<file path="config.mk">
export PLATFORM = sky130hd
export DESIGN_NAME = lrpf_ctrl
export DESIGN_NICKNAME = d
export VERILOG_FILES = /design/src/rtl/lrpf_pkg.sv /design/src/rtl/lrpf_ctrl.sv
export SDC_FILE = /design/constraint.sdc
export NUM_CORES = 1
export LEC_CHECK = 0
export BUFFER_PORTS_ARGS = -buffer_cell sky130_fd_sc_hd__buf_2
export CORE_UTILIZATION = 30
export CTS_BUF_LIST = sky130_fd_sc_hd__clkbuf_4 sky130_fd_sc_hd__clkbuf_8 sky130_fd_sc_hd__clkbuf_16
export DETAILED_ROUTE_END_ITERATION = 10
export GPL_TIMING_DRIVEN = 0
export PLACE_DENSITY = 0.6
export SLEW_MARGIN = 40
export SYNTH_ARGS = -nofsm -noshare
export SYNTH_HDL_FRONTEND = slang
export SYNTH_SLANG_ARGS = --single-unit
</file>
<file path="constraint.sdc">
create_clock -name i_clk -period 1.9 [get_ports i_clk]
set_clock_uncertainty 0.15 [all_clocks]
set_input_delay 0 -clock i_clk [delete_from_list [all_inputs] [get_ports i_clk]]
set_output_delay 0 -clock i_clk [all_outputs]
set_load 0.01 [all_outputs]
</file>
<file path="src/rtl/lrpf_pkg.sv">
// Shared types and constants of the line rasterizer with a paged framebuffer.
// Used by lrpf_ctrl, lrpf_dpath and line_rasterizer_page_framebuffer_core.
package lrpf_pkg;

    // Field widths of the item ports.
    localparam int MODE_W  = 2;
    localparam int COORD_W = 10;
    localparam int ADDR_W  = 13;
    localparam int BYTE_W  = 8;
    localparam int ERR_W   = 12;

    // Pixels stacked in one framebuffer byte, most significant bit on top.
    localparam int PIX_PER_BYTE = 8;

    // Default screen geometry.
    localparam int SCREEN_WIDTH_DEF = 256;
    localparam int SCREEN_PAGES_DEF = 20;

    // Item modes.
    localparam logic [MODE_W-1:0] MODE_DRAW  = 2'd0;
    localparam logic [MODE_W-1:0] MODE_READ  = 2'd1;
    localparam logic [MODE_W-1:0] MODE_WRITE = 2'd2;

    // Commands from the controller to the datapath.
    typedef struct packed {
        logic load;     // latch an accepted item and set up the walk
        logic clr_wr;   // write zero at the clear counter and advance it
        logic rd_pix;   // read the byte under the cursor
        logic wr_pix;   // write the read byte with the cursor pixel set
        logic step;     // advance the walk by one Bresenham step
        logic rd_host;  // read the host addressed byte
        logic wr_host;  // write the host byte
        logic res_load; // load the result register
        logic res_mem;  // result comes from the read data, else zero
    } t_cmd;

    // Status from the datapath to the controller.
    typedef struct packed {
        logic at_end;    // cursor sits on the end point
        logic on_screen; // cursor pixel lies on screen
        logic clr_last;  // clear counter is at the last byte
    } t_status;

endpackage

</file>
<file path="src/rtl/lrpf_ctrl.sv">
// Controller state machine of the line rasterizer: sequences the clear pass,
// the line walk, host byte access and the result register. Uses lrpf_pkg.
module lrpf_ctrl (
    input  logic                          i_clk,
    input  logic                          i_rst_n,
    input  logic                          i_in_valid,
    input  logic [lrpf_pkg::MODE_W-1:0]   i_mode,
    input  logic                          i_out_stall,
    input  lrpf_pkg::t_status             i_status,
    output logic                          o_in_stall,
    output logic                          o_out_valid,
    output lrpf_pkg::t_cmd                o_cmd
);

    typedef enum logic [2:0] {
        S_CLEAR,
        S_IDLE,
        S_PLOT_RD,
        S_PLOT_WR,
        S_HOST_RD,
        S_HOST_WR,
        S_DONE
    } t_state;

    t_state r_state, n_state;
    logic   r_out_valid, n_out_valid;
    logic   r_res_mem, n_res_mem;
    logic   out_free;

    // The result register is free when empty or being taken this cycle.
    assign out_free   = !r_out_valid || !i_out_stall;
    assign o_in_stall = (r_state != S_IDLE);
    assign o_out_valid = r_out_valid;

    // Next state and commands.
    always_comb begin
        n_state     = r_state;
        n_res_mem   = r_res_mem;
        n_out_valid = r_out_valid && i_out_stall;
        o_cmd       = '0;
        o_cmd.res_mem = r_res_mem;
        unique case (r_state)
            S_CLEAR: begin
                o_cmd.clr_wr = 1'b1;
                if (i_status.clr_last) begin
                    n_state = S_IDLE;
                end
            end
            S_IDLE: begin
                if (i_in_valid) begin
                    o_cmd.load = 1'b1;
                    n_res_mem  = 1'b0;
                    unique case (i_mode)
                        lrpf_pkg::MODE_DRAW:  n_state = S_PLOT_RD;
                        lrpf_pkg::MODE_READ: begin
                            n_state   = S_HOST_RD;
                            n_res_mem = 1'b1;
                        end
                        lrpf_pkg::MODE_WRITE: n_state = S_HOST_WR;
                        default:              n_state = S_DONE;
                    endcase
                end
            end
            S_PLOT_RD: begin
                if (i_status.on_screen) begin
                    o_cmd.rd_pix = 1'b1;
                    n_state      = S_PLOT_WR;
                end else if (i_status.at_end) begin
                    n_state = S_DONE;
                end else begin
                    o_cmd.step = 1'b1;
                end
            end
            S_PLOT_WR: begin
                o_cmd.wr_pix = 1'b1;
                if (i_status.at_end) begin
                    n_state = S_DONE;
                end else begin
                    o_cmd.step = 1'b1;
                    n_state    = S_PLOT_RD;
                end
            end
            S_HOST_RD: begin
                o_cmd.rd_host = 1'b1;
                n_state       = S_DONE;
            end
            S_HOST_WR: begin
                o_cmd.wr_host = 1'b1;
                n_state       = S_DONE;
            end
            S_DONE: begin
                if (out_free) begin
                    o_cmd.res_load = 1'b1;
                    n_out_valid    = 1'b1;
                    n_state        = S_IDLE;
                end
            end
            default: n_state = S_CLEAR;
        endcase
    end

    // State and registered outputs.
    always_ff @(posedge i_clk) begin
        if (!i_rst_n) begin
            r_state     <= S_CLEAR;
            r_out_valid <= 1'b0;
            r_res_mem   <= 1'b0;
        end else begin
            r_state     <= n_state;
            r_out_valid <= n_out_valid;
            r_res_mem   <= n_res_mem;
        end
    end

endmodule

</file>
==> out/metrics.yaml <==
dp_hpwl_um: 720
avgViaCountPerCell: 4.633
syn_area_um2: 416.7
fin_crit_sh: 0.8162
start_util: 0.3202
pin_count: 20
syn-instance-count: 57
coreArea_um2: 1301
final_cell_mix: "buf_2, nor2_1, dfxtp_1"
tns_ns: 0
remaining_drc_errors: 0
setup_viol: 0
leakagePower_nw: 0.2959
rrSetupSlack_ns: 0.43
synth-seq-area-share: 0.2402
cts_tree: "done"
die_w_um: 39.27
cp.arrival_ns: 1.40
required_ns: 1.75
clock_sinks: 5
cts_made_buffers: 3
crit_cells: 4
vias: 454
synth_cell_type_count: 27
antenna_found_initial: 0
clock_latency_ns: 0.24
synth_top_area_share: 0.2402
drtIter0Drc: 5
period_needed_ns: 1.551
synth_nets: 69
cp-endpoint: "o_cmd[1]"
irDropWorstVdd_uv: 685.7
final_hold_viol_count: 0
ant_nets: 0
seqCellArea_um2: 100.1
ys_ff_latch: 5
crit_fanout: 10
layout_commonest_cell: "buf_2"
dieArea_um2: 1542
first_pass_iters: 4
row_count: 13
yosys.area.top_type: "dfxtp_1"
reg2reg_depth: 5
relSlewSlack: 0.7169
root_buffer: "clkbuf_4"
grt_first_pass_wirelength_mm: 1.345
grt_pass1_vias: 374
finish.utilization: 0.4538
status: "finished, final reports clean"
postCtsSetupBuffers: 0
endpoint_kind: "output port"
critPathSlowestCell: "dfxtp_1"
cap_violations: 0
die_h_um: 39.27
holdBufCountCts: 3
critPathLaunch: "r_state[0]$_SDFFE_PN0P_"
yosys_warnings: 0
fin_ws_ns: 0.3493
cp-start-kind: "register"
crit_type: "reg2out"
avgSynthCellArea_um2: 7.310
gp_congestion: 0.6913
worstMarginPinSlew_ns: 0.4140
drt-wirelength-per-cell_um: 9.510
ctsResizeCount: 0
overflow: 0
track_usage: 0.1256
slowest_delay_ns: 0.42
synth_area_leaders: "dfxtp_1, ha_1, nor2_1"
cp_cell_sequence: "clkbuf_1 -> nor2_1 -> and2_1 -> buf_2"
worst-path-buf-inv: 2
placed_area_um2: 530.5
pre_cts_slack_ns: 0.3791
rsz0062_at_grt: "false"
area_growth_syn_to_layout_pct: 41.74
fmax_ghz: 0.6449
cp_top_family: "buffers and inverters"
power-per-cell-area_nw_per_um2: 1224
wirelength_um: 932
fillers: 143
antennaDiodeCount: 0
fin_nets: 96
reg2reg_from: "r_state[2]$_SDFFE_PN0P_"
grt_max_degree: 11
hold_class: "in2reg"
maxSlewViolCount: 0
final_cell_area_um2: 590.6
drive_gt1_frac: 0.3133
multiInputGateArea_um2: 274.0
cts_buffer_depth: 2
htreeDepth: 1
r2r_end: "r_state[0]$_SDFFE_PN0P_"
clkSlewWorstSetupHoldPaths_ns: 0.04
port_buffers: 19
## cells in the mapped netlist
master     count
a2111oi_0      1
a21boi_0       2
a21oi_1        4
and2_1         2
and3_1         3
buf_2          1
buf_4          1
buf_6          1
clkbuf_1       1
dfxtp_1        5
ha_1           3
inv_1          4
mux2i_1        1
nand2_1        3
nand2b_1       3
nand3_1        1
nand3b_1       1
nand4_1        1
nor2_1         7
nor2b_1        2
nor3_1         2
nor3b_1        2
nor4b_1        1
o21a_1         1
o21ai_0        2
o22ai_1        1
or3_1          1
## layout make-up
type	count	share of cell area
Tap cell	15	0.03178
Timing Repair Buffer	22	0.2119
Multi-Input combinational cell	44	0.4640
Buffer	4	0.04661
Inverter	4	0.02542
Sequential cell	5	0.1695
Clock buffer	4	0.05085
## metal layers
metal	GRT usage	wire, µm
met5	0	0
met4	0.05172	0
met3	0	48
met2	0.2125	394
met1	0.1678	489
## registers in the layout (all words and copies together), names as in the netlist
register     count
r_res_mem        1
r_state          3
o_out_valid      1
## worst min-delay path, stage by stage
cell	delay (ns)
buf_2	0.09
ha_1	0.14
mux2i_1	0.06
nor2b_1	0.10
## cell families after synthesis
kind of cell | synth area share
compound gates | 0.1622
fa+ha+maj | 0.09010
buf+inv | 0.1021
flops | 0.2402
mux | 0.02402
simple gates | 0.3814
## report_power, final
part           internal (mW)  switching, mW  total (mW)
combinational          0.189          0.231       0.420
clock                 0.0934         0.0406       0.134
sequential             0.139         0.0298       0.169
## worst min path at each step
stage                                    to  depth (start not counted)  slack [ns]        start
floorplan                          o_cmd[4]                          1        -0.1  i_status[2]
global placement    r_state[0]$_SDFFE_PN0P_                          2        0.11      i_rst_n
detailed placement  r_state[0]$_SDFFE_PN0P_                          2        0.12      i_rst_n
CTS                  r_res_mem$_SDFFE_PN0P_                          4        0.04    i_mode[0]
global route         r_res_mem$_SDFFE_PN0P_                          4        0.11    i_mode[0]
finish               r_res_mem$_SDFFE_PN0P_                          4        0.04    i_mode[0]
## stage by stage
step                      cells  power, mW  hold slack (ns)
after floorplan              57     0.4644         -0.09970
after global placement       91     0.5848           0.1118
after detailed placement     91     0.5890           0.1168
after CTS                    98     0.7329          0.04314
after global routing         98     0.7837           0.1056
final                        98     0.7230          0.04019
Power figures use the tool's default switching activity.
